$ cat config.mk
export PLATFORM = sky130hd
export DESIGN_NAME = sliding_window_event_rate_meter_top
export DESIGN_NICKNAME = d
export VERILOG_FILES = /design/src/rtl/swrm_pkg.sv /design/src/rtl/swrm_sub.sv /design/src/rtl/swrm_ram.sv /design/src/rtl/sliding_window_event_rate_meter_top.sv
export SDC_FILE = /design/constraint.sdc
export NUM_CORES = 1
export LEC_CHECK = 0
export ABC_CLOCK_PERIOD_IN_PS = 11950
export CORE_MARGIN = 5
export CORE_UTILIZATION = 25
export DETAILED_ROUTE_END_ITERATION = 6
export DONT_BUFFER_PORTS = 1
export GPL_TIMING_DRIVEN = 0
export MAX_ROUTING_LAYER = met4
export PLACE_DENSITY_LB_ADDON = 0.08
export SLEW_MARGIN = 10
export SYNTH_ARGS = -nofsm -noshare
export SYNTH_HDL_FRONTEND = slang
export SYNTH_SLANG_ARGS = --single-unit
$ cat constraint.sdc
create_clock -name i_clk -period 11.95 [get_ports i_clk]
set_input_delay 2.39 -clock i_clk [delete_from_list [all_inputs] [get_ports i_clk]]
set_output_delay 2.39 -clock i_clk [all_outputs]
set_load 0.01 [all_outputs]
$ cat src/rtl/swrm_pkg.sv
// Shared types and constants of the sliding window event rate meter.
package swrm_pkg;

    localparam int unsigned SAMPLE_W    = 10;
    localparam int unsigned TIME_W      = 32;
    localparam int unsigned WINDOW_W    = 20;
    localparam int unsigned THRESHOLD_W = 10;
    localparam int unsigned COUNT_W     = 6;
    localparam int unsigned RATE_W      = 23;
    localparam int unsigned CFG_IDX_W   = 2;
    localparam int unsigned UNIT_W      = 32;

    // 1000 ms per second, scaled by 2^8 for the Q.8 result
    localparam int unsigned MS_PER_S        = 1000;
    localparam int unsigned Q8_PER_SECOND_MS = MS_PER_S * 256;
    localparam int unsigned Q8_SCALE_W      = 18;

    localparam int unsigned COUNT_MAX = 63;
    localparam int unsigned RATE_MAX  = 8388607;

    localparam logic [WINDOW_W-1:0]    WINDOW_RESET    = 20'd1000;
    localparam logic [THRESHOLD_W-1:0] THRESHOLD_RESET = 10'd512;

    // configuration register indexes
    localparam logic [CFG_IDX_W-1:0] REG_WINDOW_MS = 2'd0;
    localparam logic [CFG_IDX_W-1:0] REG_THRESHOLD = 2'd1;

    typedef struct packed {
        logic [SAMPLE_W-1:0] sample;
        logic [TIME_W-1:0]   now_ms;
    } t_in;

    typedef struct packed {
        logic               detected;
        logic [COUNT_W-1:0] window_count;
        logic [RATE_W-1:0]  rate_q8;
    } t_out;

    // operands and result of the shared subtract/compare unit
    typedef struct packed {
        logic [UNIT_W-1:0] a;
        logic [UNIT_W-1:0] b;
    } t_sub_op;

    typedef struct packed {
        logic              borrow;
        logic [UNIT_W-1:0] diff;
    } t_sub_res;

endpackage

$ cat src/rtl/swrm_sub.sv
// Shared subtract/compare unit: a - b with borrow out.
module swrm_sub (
    input  swrm_pkg::t_sub_op  i_op,
    output swrm_pkg::t_sub_res o_res
);

    logic [swrm_pkg::UNIT_W:0] w_full;

    assign w_full = {1'b0, i_op.a} - {1'b0, i_op.b};

    assign o_res.borrow = w_full[swrm_pkg::UNIT_W];
    assign o_res.diff   = w_full[swrm_pkg::UNIT_W-1:0];

endmodule

$ cat src/rtl/swrm_ram.sv
// Timestamp ring store: one write port, one registered read port.
module swrm_ram #(
    parameter int unsigned DEPTH = 32,
    parameter int unsigned AW    = 5
) (
    input  logic                        i_clk,
    input  logic                        i_we,
    input  logic [AW-1:0]               i_waddr,
    input  logic [swrm_pkg::TIME_W-1:0] i_wdata,
    input  logic                        i_re,
    input  logic [AW-1:0]               i_raddr,
    output logic [swrm_pkg::TIME_W-1:0] o_rdata
);

    logic [swrm_pkg::TIME_W-1:0] r_mem [DEPTH];
    logic [swrm_pkg::TIME_W-1:0] r_rdata;

    always_ff @(posedge i_clk) begin
        if (i_we) begin
            r_mem[i_waddr] <= i_wdata;
        end
    end

    always_ff @(posedge i_clk) begin
        if (i_re) begin
            r_rdata <= r_mem[i_raddr];
        end
    end

    assign o_rdata = r_rdata;

endmodule

$ cat src/rtl/sliding_window_event_rate_meter_top.sv
// Top level of the sliding window event rate meter: sequencer, ring walk and divider.
//
//  channel | direction | handshake                   | payload
//  --------+-----------+-----------------------------+----------------------------
//  in      | to block  | i_in_valid / o_in_stall     | i_in_data  (sample, now_ms)
//  out     | from block| o_out_valid / i_out_stall   | o_out_data (detected,
//          |           |                             |   window_count, rate_q8)
//  cfg     | to block  | i_cfg_we                    | i_cfg_idx, i_cfg_data
//
// A beat passes from the accepting edge through the walk, the append and the divider to the
// output register. The walk reads one timestamp a cycle from the ring port, then the
// divider retires one quotient bit a cycle of an NW = clog2(DEPTH+1) + 18 bit dividend.
// Both run through the one shared subtractor; the next beat can be taken as soon as
// the result is registered.
// Reset (synchronous, active low) empties the ring, arms the detector and restores
// the register defaults; ring contents are not cleared, the fill count covers them.
// o_in_stall is high from the accepting edge until the result is handed to the
// output register. A finished beat waits there while i_out_stall is high, and the
// next input beat is taken meanwhile.
module sliding_window_event_rate_meter_top #(
    parameter int unsigned DEPTH = 32
) (
    input  logic                               i_clk,
    input  logic                               i_rst_n,
    input  logic                               i_in_valid,
    output logic                               o_in_stall,
    input  swrm_pkg::t_in                      i_in_data,
    output logic                               o_out_valid,
    input  logic                               i_out_stall,
    output swrm_pkg::t_out                     o_out_data,
    input  logic                               i_cfg_we,
    input  logic [swrm_pkg::CFG_IDX_W-1:0]     i_cfg_idx,
    input  logic [swrm_pkg::WINDOW_W-1:0]      i_cfg_data
);

    // count, ring address, dividend and step counter widths
    localparam int unsigned CW  = $clog2(DEPTH + 1);
    localparam int unsigned AW  = (DEPTH > 1) ? $clog2(DEPTH) : 1;
    localparam int unsigned NW  = CW + swrm_pkg::Q8_SCALE_W;
    localparam int unsigned SW  = $clog2(NW + 1);
    localparam int unsigned WW  = (NW > swrm_pkg::RATE_W) ? NW : swrm_pkg::RATE_W;
    localparam int unsigned CXW = (CW > swrm_pkg::COUNT_W) ? CW : swrm_pkg::COUNT_W;

    localparam int unsigned TW = swrm_pkg::TIME_W;
    localparam int unsigned WIN_W = swrm_pkg::WINDOW_W;

    typedef enum logic [4:0] {
        S_IDLE   = 5'b00001,
        S_WALK   = 5'b00010,
        S_APPEND = 5'b00100,
        S_DIV    = 5'b01000,
        S_DONE   = 5'b10000
    } t_state;

    t_state r_state, n_state;

    // configuration
    logic [WIN_W-1:0]                 r_window;
    logic [swrm_pkg::THRESHOLD_W-1:0] r_threshold;

    // ring bookkeeping and detector
    logic [AW-1:0] r_head,  n_head;
    logic [CW-1:0] r_stored, n_stored;
    logic          r_disarmed, n_disarmed;

    // per-beat working registers
    logic [TW-1:0] r_now,    n_now;
    logic          r_rec,    n_rec;
    logic [CW-1:0] r_idx,    n_idx;
    logic [CW-1:0] r_cnt,    n_cnt;
    logic [AW-1:0] r_rd_ptr, n_rd_ptr;
    logic [AW-1:0] r_wr_ptr, n_wr_ptr;
    logic          r_rd_vld, n_rd_vld;

    // divider
    logic [NW-1:0]    r_num,  n_num;
    logic [NW-1:0]    r_quot, n_quot;
    logic [WIN_W-1:0] r_rem,  n_rem;
    logic [SW-1:0]    r_step, n_step;

    // output register
    logic           r_out_valid, n_out_valid;
    swrm_pkg::t_out r_out,       n_out;

    // ring ports
    logic          w_we, w_re;
    logic [AW-1:0] w_waddr;
    logic [TW-1:0] w_wdata, w_rdata;

    swrm_pkg::t_sub_op  w_op;
    swrm_pkg::t_sub_res w_res;

    logic [TW-1:0]    w_age;
    logic             w_in_win;
    logic [WIN_W-1:0] w_divisor;
    logic [WIN_W:0]   w_rem_sh;
    logic [CW-1:0]    w_cnt_fin;
    logic             w_accept;
    logic             w_walk_done;
    logic [WW-1:0]    w_quot_ext;
    logic [CXW-1:0]   w_cnt_ext;

    function automatic logic [AW-1:0] f_inc(input logic [AW-1:0] p);
        return (p == AW'(DEPTH - 1)) ? '0 : AW'(p + AW'(1));
    endfunction

    swrm_ram #(
        .DEPTH (DEPTH),
        .AW    (AW)
    ) u_ram (
        .i_clk   (i_clk),
        .i_we    (w_we),
        .i_waddr (w_waddr),
        .i_wdata (w_wdata),
        .i_re    (w_re),
        .i_raddr (r_rd_ptr),
        .o_rdata (w_rdata)
    );

    swrm_sub u_sub (
        .i_op  (w_op),
        .o_res (w_res)
    );

    assign o_in_stall  = (r_state != S_IDLE);
    assign w_accept    = i_in_valid && !o_in_stall;
    assign o_out_valid = r_out_valid;
    assign o_out_data  = r_out;

    // age of the entry leaving the read register; zero window divides by one
    assign w_age       = r_now - w_rdata;
    assign w_divisor   = (r_window == '0) ? WIN_W'(1) : r_window;
    assign w_rem_sh    = {r_rem, r_num[NW-1]};
    assign w_walk_done = (r_idx == r_stored) && !r_rd_vld;

    // shared unit: window-vs-age compare during the walk, trial subtract in the divider
    always_comb begin
        if (r_state == S_DIV) begin
            w_op.a = swrm_pkg::UNIT_W'(w_rem_sh);
            w_op.b = swrm_pkg::UNIT_W'(w_divisor);
        end else begin
            w_op.a = swrm_pkg::UNIT_W'(r_window);
            w_op.b = w_age;
        end
    end

    assign w_in_win = !w_res.borrow;

    // count after this beat; a recorded beat adds now to the survivors, capped at DEPTH
    always_comb begin
        if (!r_rec) begin
            w_cnt_fin = r_cnt;
        end else if (r_cnt < CW'(DEPTH)) begin
            w_cnt_fin = CW'(r_cnt + CW'(1));
        end else begin
            w_cnt_fin = CW'(DEPTH);
        end
    end

    assign w_re = (r_state == S_WALK) && (r_idx != r_stored);

    // single write port: compaction during the walk, new timestamp at append
    always_comb begin
        w_we    = 1'b0;
        w_waddr = r_wr_ptr;
        w_wdata = w_rdata;
        if (r_state == S_WALK) begin
            w_we = r_rd_vld && r_rec && w_in_win;
        end else if (r_state == S_APPEND) begin
            w_we    = r_rec;
            w_wdata = r_now;
            if (r_cnt == CW'(DEPTH)) begin
                w_waddr = r_head;
            end
        end
    end

    assign w_quot_ext = WW'(r_quot);
    assign w_cnt_ext  = CXW'(r_cnt);

    always_comb begin
        n_state     = r_state;
        n_head      = r_head;
        n_stored    = r_stored;
        n_disarmed  = r_disarmed;
        n_now       = r_now;
        n_rec       = r_rec;
        n_idx       = r_idx;
        n_cnt       = r_cnt;
        n_rd_ptr    = r_rd_ptr;
        n_wr_ptr    = r_wr_ptr;
        n_rd_vld    = 1'b0;
        n_num       = r_num;
        n_quot      = r_quot;
        n_rem       = r_rem;
        n_step      = r_step;
        n_out_valid = r_out_valid && i_out_stall;
        n_out       = r_out;

        unique case (r_state)
            S_IDLE: begin
                if (w_accept) begin
                    n_now    = i_in_data.now_ms;
                    n_rec    = 1'b0;
                    if (i_in_data.sample > r_threshold) begin
                        n_disarmed = 1'b0;
                    end else if (i_in_data.sample < r_threshold) begin
                        n_rec      = !r_disarmed;
                        n_disarmed = 1'b1;
                    end
                    n_idx    = '0;
                    n_cnt    = '0;
                    n_rd_ptr = r_head;
                    n_wr_ptr = r_head;
                    n_state  = S_WALK;
                end
            end
            S_WALK: begin
                if (w_re) begin
                    n_idx    = CW'(r_idx + CW'(1));
                    n_rd_ptr = f_inc(r_rd_ptr);
                    n_rd_vld = 1'b1;
                end
                if (r_rd_vld && w_in_win) begin
                    n_cnt = CW'(r_cnt + CW'(1));
                    if (r_rec) begin
                        n_wr_ptr = f_inc(r_wr_ptr);
                    end
                end
                if (w_walk_done) begin
                    n_state = S_APPEND;
                end
            end
            S_APPEND: begin
                if (r_rec) begin
                    n_stored = w_cnt_fin;
                    if (r_cnt == CW'(DEPTH)) begin
                        n_head = f_inc(r_head);
                    end
                end
                n_cnt   = w_cnt_fin;
                n_num   = NW'(NW'(w_cnt_fin) * NW'(swrm_pkg::Q8_PER_SECOND_MS));
                n_quot  = '0;
                n_rem   = '0;
                n_step  = SW'(NW);
                n_state = S_DIV;
            end
            S_DIV: begin
                if (r_step != '0) begin
                    n_num  = {r_num[NW-2:0], 1'b0};
                    n_step = SW'(r_step - SW'(1));
                    if (w_res.borrow) begin
                        n_rem  = w_rem_sh[WIN_W-1:0];
                        n_quot = {r_quot[NW-2:0], 1'b0};
                    end else begin
                        n_rem  = w_res.diff[WIN_W-1:0];
                        n_quot = {r_quot[NW-2:0], 1'b1};
                    end
                end else begin
                    n_state = S_DONE;
                end
            end
            S_DONE: begin
                if (!r_out_valid || !i_out_stall) begin
                    n_out_valid      = 1'b1;
                    n_out.detected   = r_rec;
                    n_out.window_count = (w_cnt_ext > CXW'(swrm_pkg::COUNT_MAX)) ?
                                         swrm_pkg::COUNT_W'(swrm_pkg::COUNT_MAX) :
                                         w_cnt_ext[swrm_pkg::COUNT_W-1:0];
                    n_out.rate_q8    = (w_quot_ext > WW'(swrm_pkg::RATE_MAX)) ?
                                       swrm_pkg::RATE_W'(swrm_pkg::RATE_MAX) :
                                       w_quot_ext[swrm_pkg::RATE_W-1:0];
                    n_state          = S_IDLE;
                end
            end
            default: begin
                n_state = S_IDLE;
            end
        endcase
    end

    // control state
    always_ff @(posedge i_clk) begin
        if (!i_rst_n) begin
            r_state     <= S_IDLE;
            r_head      <= '0;
            r_stored    <= '0;
            r_disarmed  <= 1'b0;
            r_rd_vld    <= 1'b0;
            r_out_valid <= 1'b0;
            r_window    <= swrm_pkg::WINDOW_RESET;
            r_threshold <= swrm_pkg::THRESHOLD_RESET;
        end else begin
            r_state     <= n_state;
            r_head      <= n_head;
            r_stored    <= n_stored;
            r_disarmed  <= n_disarmed;
            r_rd_vld    <= n_rd_vld;
            r_out_valid <= n_out_valid;
            if (i_cfg_we) begin
                unique case (i_cfg_idx)
                    swrm_pkg::REG_WINDOW_MS: r_window    <= i_cfg_data;
                    swrm_pkg::REG_THRESHOLD: r_threshold <=
                        i_cfg_data[swrm_pkg::THRESHOLD_W-1:0];
                    default: ;
                endcase
            end
        end
    end

    // payload and working registers
    always_ff @(posedge i_clk) begin
        r_now    <= n_now;
        r_rec    <= n_rec;
        r_idx    <= n_idx;
        r_cnt    <= n_cnt;
        r_rd_ptr <= n_rd_ptr;
        r_wr_ptr <= n_wr_ptr;
        r_num    <= n_num;
        r_quot   <= n_quot;
        r_rem    <= n_rem;
        r_step   <= n_step;
        r_out    <= n_out;
    end

`ifndef NO_ASSERTIONS
    a_stored_bound: assert property (@(posedge i_clk) disable iff (!i_rst_n)
        r_stored <= CW'(DEPTH))
        else $error("fill count above ring depth");

    a_kept_le_read: assert property (@(posedge i_clk) disable iff (!i_rst_n)
        (r_state == S_WALK) |-> (r_cnt <= r_idx))
        else $error("walk counted more entries than it read");

    a_rem_bound: assert property (@(posedge i_clk) disable iff (!i_rst_n)
        (r_state == S_DIV) |-> (r_rem < w_divisor))
        else $error("divider remainder not below divisor");

    a_busy_after_accept: assert property (@(posedge i_clk) disable iff (!i_rst_n)
        w_accept |=> o_in_stall)
        else $error("input taken while a beat is in progress");

    a_detect_counts: assert property (@(posedge i_clk) disable iff (!i_rst_n)
        (o_out_valid && o_out_data.detected) |-> (o_out_data.window_count != '0))
        else $error("recorded event missing from window count");
`endif

endmodule
==> impl_summary.log, run 1 <==
INFO  metric maxSlewHeadroom = 13.5%
INFO  metric post_synth_xor_area_fraction = 1.00%
INFO  metric grtUsageMet2 = 25.8%
INFO  metric yosys.area.top_type_share = 67.8%
INFO  metric grt_start_max_net_pins = 33
INFO  metric vias_per_cell = roughly 4.6
INFO  metric wire_length_of_the_first_global_routing_pass = 249,000 um
INFO  metric met1_usage = approximately 22%
INFO  metric path_common_cell = sky130_fd_sc_hd__a21oi_1
INFO  metric die_w = approximately 470 um
INFO  metric synth_fp_nets = 3,624
INFO  metric clock_tree.buffer_depth = 3
INFO  metric design.die.area = 222,000 um^2
INFO  metric postSynthRegisterBits = 1,252
INFO  metric final_setup_slack_of_the_worst_path = 4.67 ns
INFO  metric total_via_count_after_detailed_routing = 30,800
INFO  metric detailedRoute.firstIterationViolations = 2,090
INFO  metric critical_path_cell_by_cell = nor2_1 > nor4bb_1 > clkbuf_1 > clkbuf_1 > nor2_1 > a21oi_1 > ha_1 > a21oi_1 > nor2b_1 > o21ai_0 > a21oi_1 > a211o_1 > o311a_1 > a31oi_2 > inv_2 > a41oi_4 > buf_6 > nor3_2 > buf_4 > buf_4
INFO  metric powerDensity = 166 nW/um^2
INFO  metric synth_area = 53,300 um^2
INFO  metric floorplan.io_pins = roughly 100
INFO  metric synthTopCellsByArea = sky130_fd_sc_hd__edfxtp_1 (68%), sky130_fd_sc_hd__mux4_2 (5.4%), sky130_fd_sc_hd__mux2i_1 (4.0%), sky130_fd_sc_hd__nand2_1 (2.5%), sky130_fd_sc_hd__ha_1 (2.2%)
INFO  metric tritoncts.num_buffers = 151
INFO  metric crit_path_top_delay_cell = sky130_fd_sc_hd__nor4bb_1
INFO  metric critical_path_peak_fanout = 10
INFO  metric nets = 3,963
INFO  metric power.static_leakage = 21.6 nW
INFO  metric grtUsageTotal = 16.2%
INFO  metric synth.lib_cells_used.distinct = 84
INFO  metric clock_skew = 0.0337 ns
INFO  metric cts_setup_buffers = 0
INFO  metric grt_antenna_before_repair = 13
INFO  metric crit_path_start_kind = flop
INFO  metric worstSetupEndpointType = flop
INFO  metric power = 10.6 mW
INFO  metric floorplan.core_area = 212,000 um^2
INFO  metric synthToLayoutAreaGrowth = 20.5%
INFO  metric rows = around 170
INFO  metric dp_slack = 4.28 ns
INFO  metric drt-pass1-iter-count = 5
INFO  metric totalWireLength = 178,000 um
INFO  metric multi_input_comb_area = 15,600 um^2
INFO  metric tritoncts = built
INFO  metric min_period = 7.28 ns
INFO  metric cp.arrival = 7.75 ns
INFO  metric worst_hold_path_type = flop to flop
INFO  metric cp_top_delay_family = buffers and inverters
INFO  metric die_y = 472 um
INFO  metric hold_viol_final = 0
INFO  metric final_cell_mix = sky130_fd_sc_hd__edfxtp_1 (1,203), sky130_fd_sc_hd__nand2_1 (349), sky130_fd_sc_hd__mux2i_1 (215), sky130_fd_sc_hd__a21oi_1 (184), sky130_fd_sc_hd__o21ai_0 (157)
INFO  metric final_layout_size_suffix_gt1_share = 18.9%
INFO  metric htree_num_levels = 4
INFO  metric final.setup.tns = 0 ns
INFO  metric yosys.area.top_type = sky130_fd_sc_hd__edfxtp_1
INFO  metric synth_enable_flop_cells = 1,203
INFO  metric critical_path_required = 12.42 ns
INFO  metric post_synth_inst_count = 3,445
INFO  metric synth_area_per_cell = ~15 um^2
INFO  metric cp_slowest_stage_delay = 0.93 ns
INFO  metric post-route-drc-count = 0
INFO  metric maxCapViolations = 0
INFO  metric synth_adder_area_share = 2.79%
INFO  metric routed_wire_length_per_instance = about 26 um
INFO  metric share_of_cell_area_taken_by_muxes_after_synthesis = about 11%
INFO  metric synth_compound_area_share = 7.43%
INFO  metric synth_seq_area_share = 69.6%
INFO  metric path_class = flop to flop
INFO  metric dp.final_hpwl = 132,000 um
INFO  metric clk_latency = 0.79 ns
INFO  metric yosys_warnings = 0
INFO  metric fillerInstances = roughly 21,000
INFO  metric status = completed
INFO  metric layout.cells.most_common = sky130_fd_sc_hd__edfxtp_1
INFO  metric rsz_0062_raised_after_global_routing = no
INFO  metric port_buffers = 0
INFO  metric fin_max_slew_vios = 0
INFO  metric final_design_area_no_fill = 64,200 um^2
INFO  metric holdBufCountCts = 0
INFO  metric postPlaceCellArea = 59,500 um^2
INFO  metric ys_async_sr_fraction = 0%
INFO  metric final.period_utilization = 61.0%
INFO  metric vias_in_the_first_global_route = 31,500
INFO  metric pin_slew_with_the_least_headroom_to_its_limit = 1.29 ns
INFO  metric setup-violations-final = 0
INFO  metric synth_flop_cell = sky130_fd_sc_hd__edfxtp_1
INFO  metric gp_congestion = 0.779
INFO  metric synthSimpleGateAreaFrac = 6.09%
INFO  metric cts.sink_count = 1,252
INFO  metric area_occupied_by_registers = 37,100 um^2
INFO  metric floorplan.initialDensity = 25.1%
INFO  metric worstPathBufferInverterCount = 6
INFO  metric synth_top_family_by_area = multiplexers
INFO  metric globalRoute.totalOverflow = 0
INFO  metric cts_root_buf = sky130_fd_sc_hd__clkbuf_16
INFO  metric top_usage_layer = met2
INFO  metric remaining_number_of_nets_flagged_by_the_antenna_check_after_routing = 0
INFO  metric cts-resized-gates = 0
INFO  metric gr-usage-met3 = about 2.9%
INFO  metric fmax = 137 MHz
INFO  metric ir_drop = between 0.00008 and 0.00009 V
INFO  metric clkTransAtPathRegs = roughly 0.060 ns
INFO  metric fin_hold_ws = 0.493 ns
==> sequential cells by signal, summed over array words and instances (netlist names), 6 cells and up <==
signal         count
u_ram.r_mem     1024
r_window          20
r_quot            24
r_now             32
r_idx              6
r_cnt              6
o_out_data        30
r_num             13
r_rem             20
r_threshold       10
u_ram.o_rdata     32
r_stored           6
==> path summary, 6_finish.rpt <==
| kind | from | end | slack [ns] | cells after the start |
|---|---|---|---|---|
| min reg2reg | r_stored[4] | r_stored[4] | 0.49 | 2 |
| min | r_stored[4] | r_stored[4] | 0.49 | 2 |
| max reg2reg | r_state[4] | u_ram.r_mem[24][11] | 4.67 | 20 |
| max | r_state[4] | u_ram.r_mem[24][11] | 4.67 | 20 |
==> through the flow <==
step,utilization (%),cells
final,30.3,6721
after global routing,30.3,6718
after floorplan,-,3445
after detailed placement,28.1,6452
after CTS,30.2,6714
after global placement,26.8,6266
==> Yosys cell counts (all sizes together), types with 37 or more instances <==
cell    instances
buf            55
mux2           67
o221ai         97
o21ai         195
inv           105
o22ai          37
nor2           95
clkbuf        125
mux4          128
edfxtp       1203
a21oi         187
ha             95
mux2i         215
nor3           52
dfxtp          49
nand2         351
==> cell type report <==
| type | count | area share, % |
|---|---|---|
| multi-input combinational | 1908 | 24.3 |
| buffer | 180 | 1.22 |
| clock inverter | 74 | 0.975 |
| antenna | 7 | 0.0273 |
| tap | 2821 | 5.50 |
| clock buffer | 188 | 6.23 |
| timing repair buffer | 186 | 3.35 |
| inverter | 105 | 0.614 |
| sequential | 1252 | 57.8 |
==> logic make-up (layout without fill, tap and decap cells) <==
| family | count (synthesis) | count (layout) |
|---|---|---|
| AO/OA/AOI/OAI | 632 | 632 |
| XOR/XNOR | 61 | 61 |
| adder cells (fa/ha/maj) | 110 | 110 |
| buffers and inverters | 285 | 733 |
| flip-flops | 1252 | 1252 |
| multiplexers | 410 | 410 |
| other | 0 | 7 |
| AND/OR/NAND/NOR | 695 | 695 |
==> power by group <==
| group | leakage (nW) | internal [mW] | switching (mW) |
|---|---|---|---|
| registers | 11.4 | 4.84 | 0.0350 |
| clock network | 2.26 | 2.52 | 1.85 |
| logic | 7.90 | 0.507 | 0.881 |
==> metal layers <==
metal	routed length, um	vias to the layer above
li1	-	14100
met1	81600	15900
met2	84100	670
met3	7850	194
met4	4210	0
met5	0	-
==> tightest hold or removal path: stages, from the launching register on <==
cell,delay [ns]
sky130_fd_sc_hd__dfxtp_1,0.32
sky130_fd_sc_hd__nand2_1,0.05
sky130_fd_sc_hd__a21boi_0,0.07
Power figures use the tool's default switching activity.
==> inputs of run 2 (changes only) <==
--- a/config.mk
+++ b/config.mk
@@ -5,7 +5,7 @@
 export SDC_FILE = /design/constraint.sdc
 export NUM_CORES = 1
 export LEC_CHECK = 0
-export ABC_CLOCK_PERIOD_IN_PS = 11950
+export ABC_CLOCK_PERIOD_IN_PS = 6080
 export CORE_MARGIN = 5
 export CORE_UTILIZATION = 25
 export DETAILED_ROUTE_END_ITERATION = 6
==> constraint.sdc (replaced) <==
create_clock -name i_clk -period 6.08 [get_ports i_clk]
set_input_delay 1.216 -clock i_clk [delete_from_list [all_inputs] [get_ports i_clk]]
set_output_delay 1.216 -clock i_clk [all_outputs]
set_load 0.01 [all_outputs]
==> impl_summary.log, run 2 (same netlist as run 1, synthesis figures left out) <==
INFO  metric remaining_number_of_nets_flagged_by_the_antenna_check_after_routing = 0 (unchanged)
INFO  metric vias_in_the_first_global_route = 31,700 (+0.82%)
INFO  metric path_class = flop to flop
INFO  metric routed_wire_length_per_instance = 26.5 um (about the same)
INFO  metric hold_viol_final = 0 (unchanged)
INFO  metric final.period_utilization = 97.3% (+36 points)
INFO  metric floorplan.core_area = 212,000 um^2 (unchanged)
INFO  metric tritoncts.num_buffers = 151 (unchanged)
INFO  metric final_cell_count_no_fill = 6,781 (+0.89%)
INFO  metric critical_path_required = 6.58 ns (-5.84 ns)
INFO  metric clock_tree.buffer_depth = 3 (unchanged)
INFO  metric maxCapViolations = 0 (unchanged)
INFO  metric tritoncts = built
INFO  metric die_w = 472 um (unchanged)
INFO  metric cp.arrival = 6.42 ns (-1.33 ns)
INFO  metric total_via_count_after_detailed_routing = 31,100 (+1.1%)
INFO  metric post-route-drc-count = 0 (unchanged)
INFO  metric fin_max_slew_vios = 0 (unchanged)
INFO  metric grtUsageTotal = 16.4% (+0.13 points)
INFO  metric rows = 169 (unchanged)
INFO  metric status = completed
INFO  metric cts.sink_count = 1,252 (unchanged)
INFO  metric dp_slack = -1.59 ns (-5.87 ns)
INFO  metric place.detailed.instances = 6,452 (unchanged)
INFO  metric worst_hold_path_type = flop to flop
INFO  metric detailedRoute.firstIterationViolations = 2,070 (-0.96%)
INFO  metric area_occupied_by_registers = 37,100 um^2 (unchanged)
INFO  metric final_setup_slack_of_the_worst_path = 0.166 ns (-4.50 ns)
INFO  metric power.static_leakage = 22.2 nW (+2.7%)
INFO  metric vias_per_cell = 4.59 (+0.18%)
INFO  metric floorplan.io_pins = 101 (unchanged)
INFO  metric final_layout_size_suffix_gt1_share = 21.1% (+2.1 points)
INFO  metric die_y = 472 um (unchanged)
INFO  metric wire_length_of_the_first_global_routing_pass = 251,000 um (+0.72%)
INFO  metric final_design_area_no_fill = 65,200 um^2 (+1.5%)
INFO  metric maxSlewHeadroom = 16.5% (+3.0 points)
INFO  metric totalWireLength = 179,000 um (+0.92%)
INFO  metric fillerInstances = 21,000 (-0.23%)
INFO  metric powerDensity = 322 nW/um^2 (+94%)
INFO  metric layout.cells.most_common = sky130_fd_sc_hd__edfxtp_1
INFO  metric pin_slew_with_the_least_headroom_to_its_limit = 1.25 ns (-0.0383 ns)
INFO  metric grt_start_max_net_pins = 33 (unchanged)
INFO  metric port_buffers = 0 (unchanged)
INFO  metric design.die.area = 222,000 um^2 (unchanged)
INFO  metric fmax = 169 MHz (+23%)
INFO  metric critical_path_peak_fanout = 12 (+2)
INFO  metric drt-pass1-iter-count = 6 (+1)
INFO  metric clk_latency = 0.79 ns (about the same)
INFO  metric min_period = 5.91 ns (-1.37 ns)
INFO  metric gp_congestion = 0.779 (unchanged)
INFO  metric final_cell_mix = sky130_fd_sc_hd__edfxtp_1 (1,203), sky130_fd_sc_hd__nand2_1 (349), sky130_fd_sc_hd__mux2i_1 (215), sky130_fd_sc_hd__a21oi_1 (181), sky130_fd_sc_hd__clkbuf_16 (156)
INFO  metric cts_root_buf = sky130_fd_sc_hd__clkbuf_16
INFO  metric ir_drop = 0.000170 V (+94%)
INFO  metric floorplan.initialDensity = 25.1% (unchanged)
INFO  metric largest_register_ffs = 1,024 (unchanged)
INFO  metric clkTransAtPathRegs = 0.05 ns (about the same)
INFO  metric dp.final_hpwl = 132,000 um (unchanged)
INFO  metric setup-violations-final = 0 (unchanged)
INFO  metric final_core_utilization = 30.7% (+0.47 points)
INFO  metric synthToLayoutAreaGrowth = 22.3%
INFO  metric htree_num_levels = 4 (unchanged)
INFO  metric crit_path_start_kind = flop
INFO  metric registers.top_by_ff_count = u_ram.r_mem
INFO  metric multi_input_comb_area = 15,900 um^2 (+1.9%)
INFO  metric grt_antenna_before_repair = 13 (unchanged)
INFO  metric postPlaceCellArea = 59,500 um^2 (unchanged)
INFO  metric nets = 4,023 (+1.5%)
INFO  metric globalRoute.totalOverflow = 0 (unchanged)
INFO  metric clock_skew = 0.0346 ns (+0.000976 ns)
INFO  metric worstSetupEndpointType = flop
[run 2: power by group]
part | internal [mW] | switching, mW | total [mW]
Clock | 4.96 | 3.64 | 8.59
Combinational | 1.03 | 1.76 | 2.78
Sequential | 9.52 | 0.0696 | 9.59
[run 2: per-stage QoR]
stage                     hold WS [ns]  total power, mW  TNS [ns]
after global placement           0.491             12.5  -6423.71
after detailed placement         0.483             12.6  -1231.12
after floorplan                  0.456             11.5   -674.76
after global routing             0.459             21.9   -0.0866
final                            0.493             21.0         0
after CTS                        0.446             21.3    -0.190
[run 2: metal layers]
| metal | share of wire (%) | wire (um) | global-route usage (%) |
|---|---|---|---|
| met4 | 2.3 | 4210 | 4.17 |
| met1 | 46 | 82500 | 21.8 |
| met2 | 47 | 85000 | 26.0 |
| met5 | 0 | 0 | - |
| met3 | 4.3 | 7670 | 2.92 |
[run 2: layout make-up]
class | instances | area share [%]
inverter | 105 | 0.624
clock inverter | 74 | 0.960
clock buffer | 188 | 6.14
antenna | 7 | 0.0269
sequential | 1252 | 56.9
multi-input combinational | 1908 | 24.4
tap | 2821 | 5.42
timing repair buffer | 246 | 4.30
buffer | 180 | 1.25
[run 2: critical path: stages (launching register included)]
cell and delay [ns]:
sky130_fd_sc_hd__edfxtp_1 0.52, sky130_fd_sc_hd__ha_2 0.39, sky130_fd_sc_hd__a21o_1 0.23, sky130_fd_sc_hd__nor3b_2 0.28, sky130_fd_sc_hd__a221oi_4 0.13, sky130_fd_sc_hd__o21ai_1 0.15
sky130_fd_sc_hd__nand2b_1 0.12, sky130_fd_sc_hd__nor2b_1 0.16, sky130_fd_sc_hd__or3_1 0.38, sky130_fd_sc_hd__a32oi_4 0.33, sky130_fd_sc_hd__ha_4 0.27, sky130_fd_sc_hd__nand2_1 0.09
sky130_fd_sc_hd__nor2_1 0.06, sky130_fd_sc_hd__a211oi_2 0.17, sky130_fd_sc_hd__o21ai_0 0.10, sky130_fd_sc_hd__a211o_1 0.27, sky130_fd_sc_hd__o311a_1 0.35, sky130_fd_sc_hd__a31oi_4 0.19
sky130_fd_sc_hd__buf_4 0.14, sky130_fd_sc_hd__inv_4 0.05, sky130_fd_sc_hd__a41oi_4 0.23, sky130_fd_sc_hd__buf_12 0.18, sky130_fd_sc_hd__buf_12 0.16, sky130_fd_sc_hd__nor3_2 0.06
sky130_fd_sc_hd__buf_6 0.18, sky130_fd_sc_hd__buf_4 0.17, sky130_fd_sc_hd__buf_4 0.23
[run 2: repair_timing]
item                        CTS  global route
setup buffers                44            25
resized for setup            67            25
setup endpoints to repair  1056           554
pin swaps                    29            20
hold buffers                  0             0
cloned                        0             2
[run 2: final timing paths]
kind,cells after the start,end,slack [ns],start
max reg2reg,26,u_ram.r_mem[18][7],0.17,r_now[4]
max,26,u_ram.r_mem[18][7],0.17,r_now[4]
min,2,r_stored[4],0.49,r_stored[4]
min reg2reg,2,r_stored[4],0.49,r_stored[4]
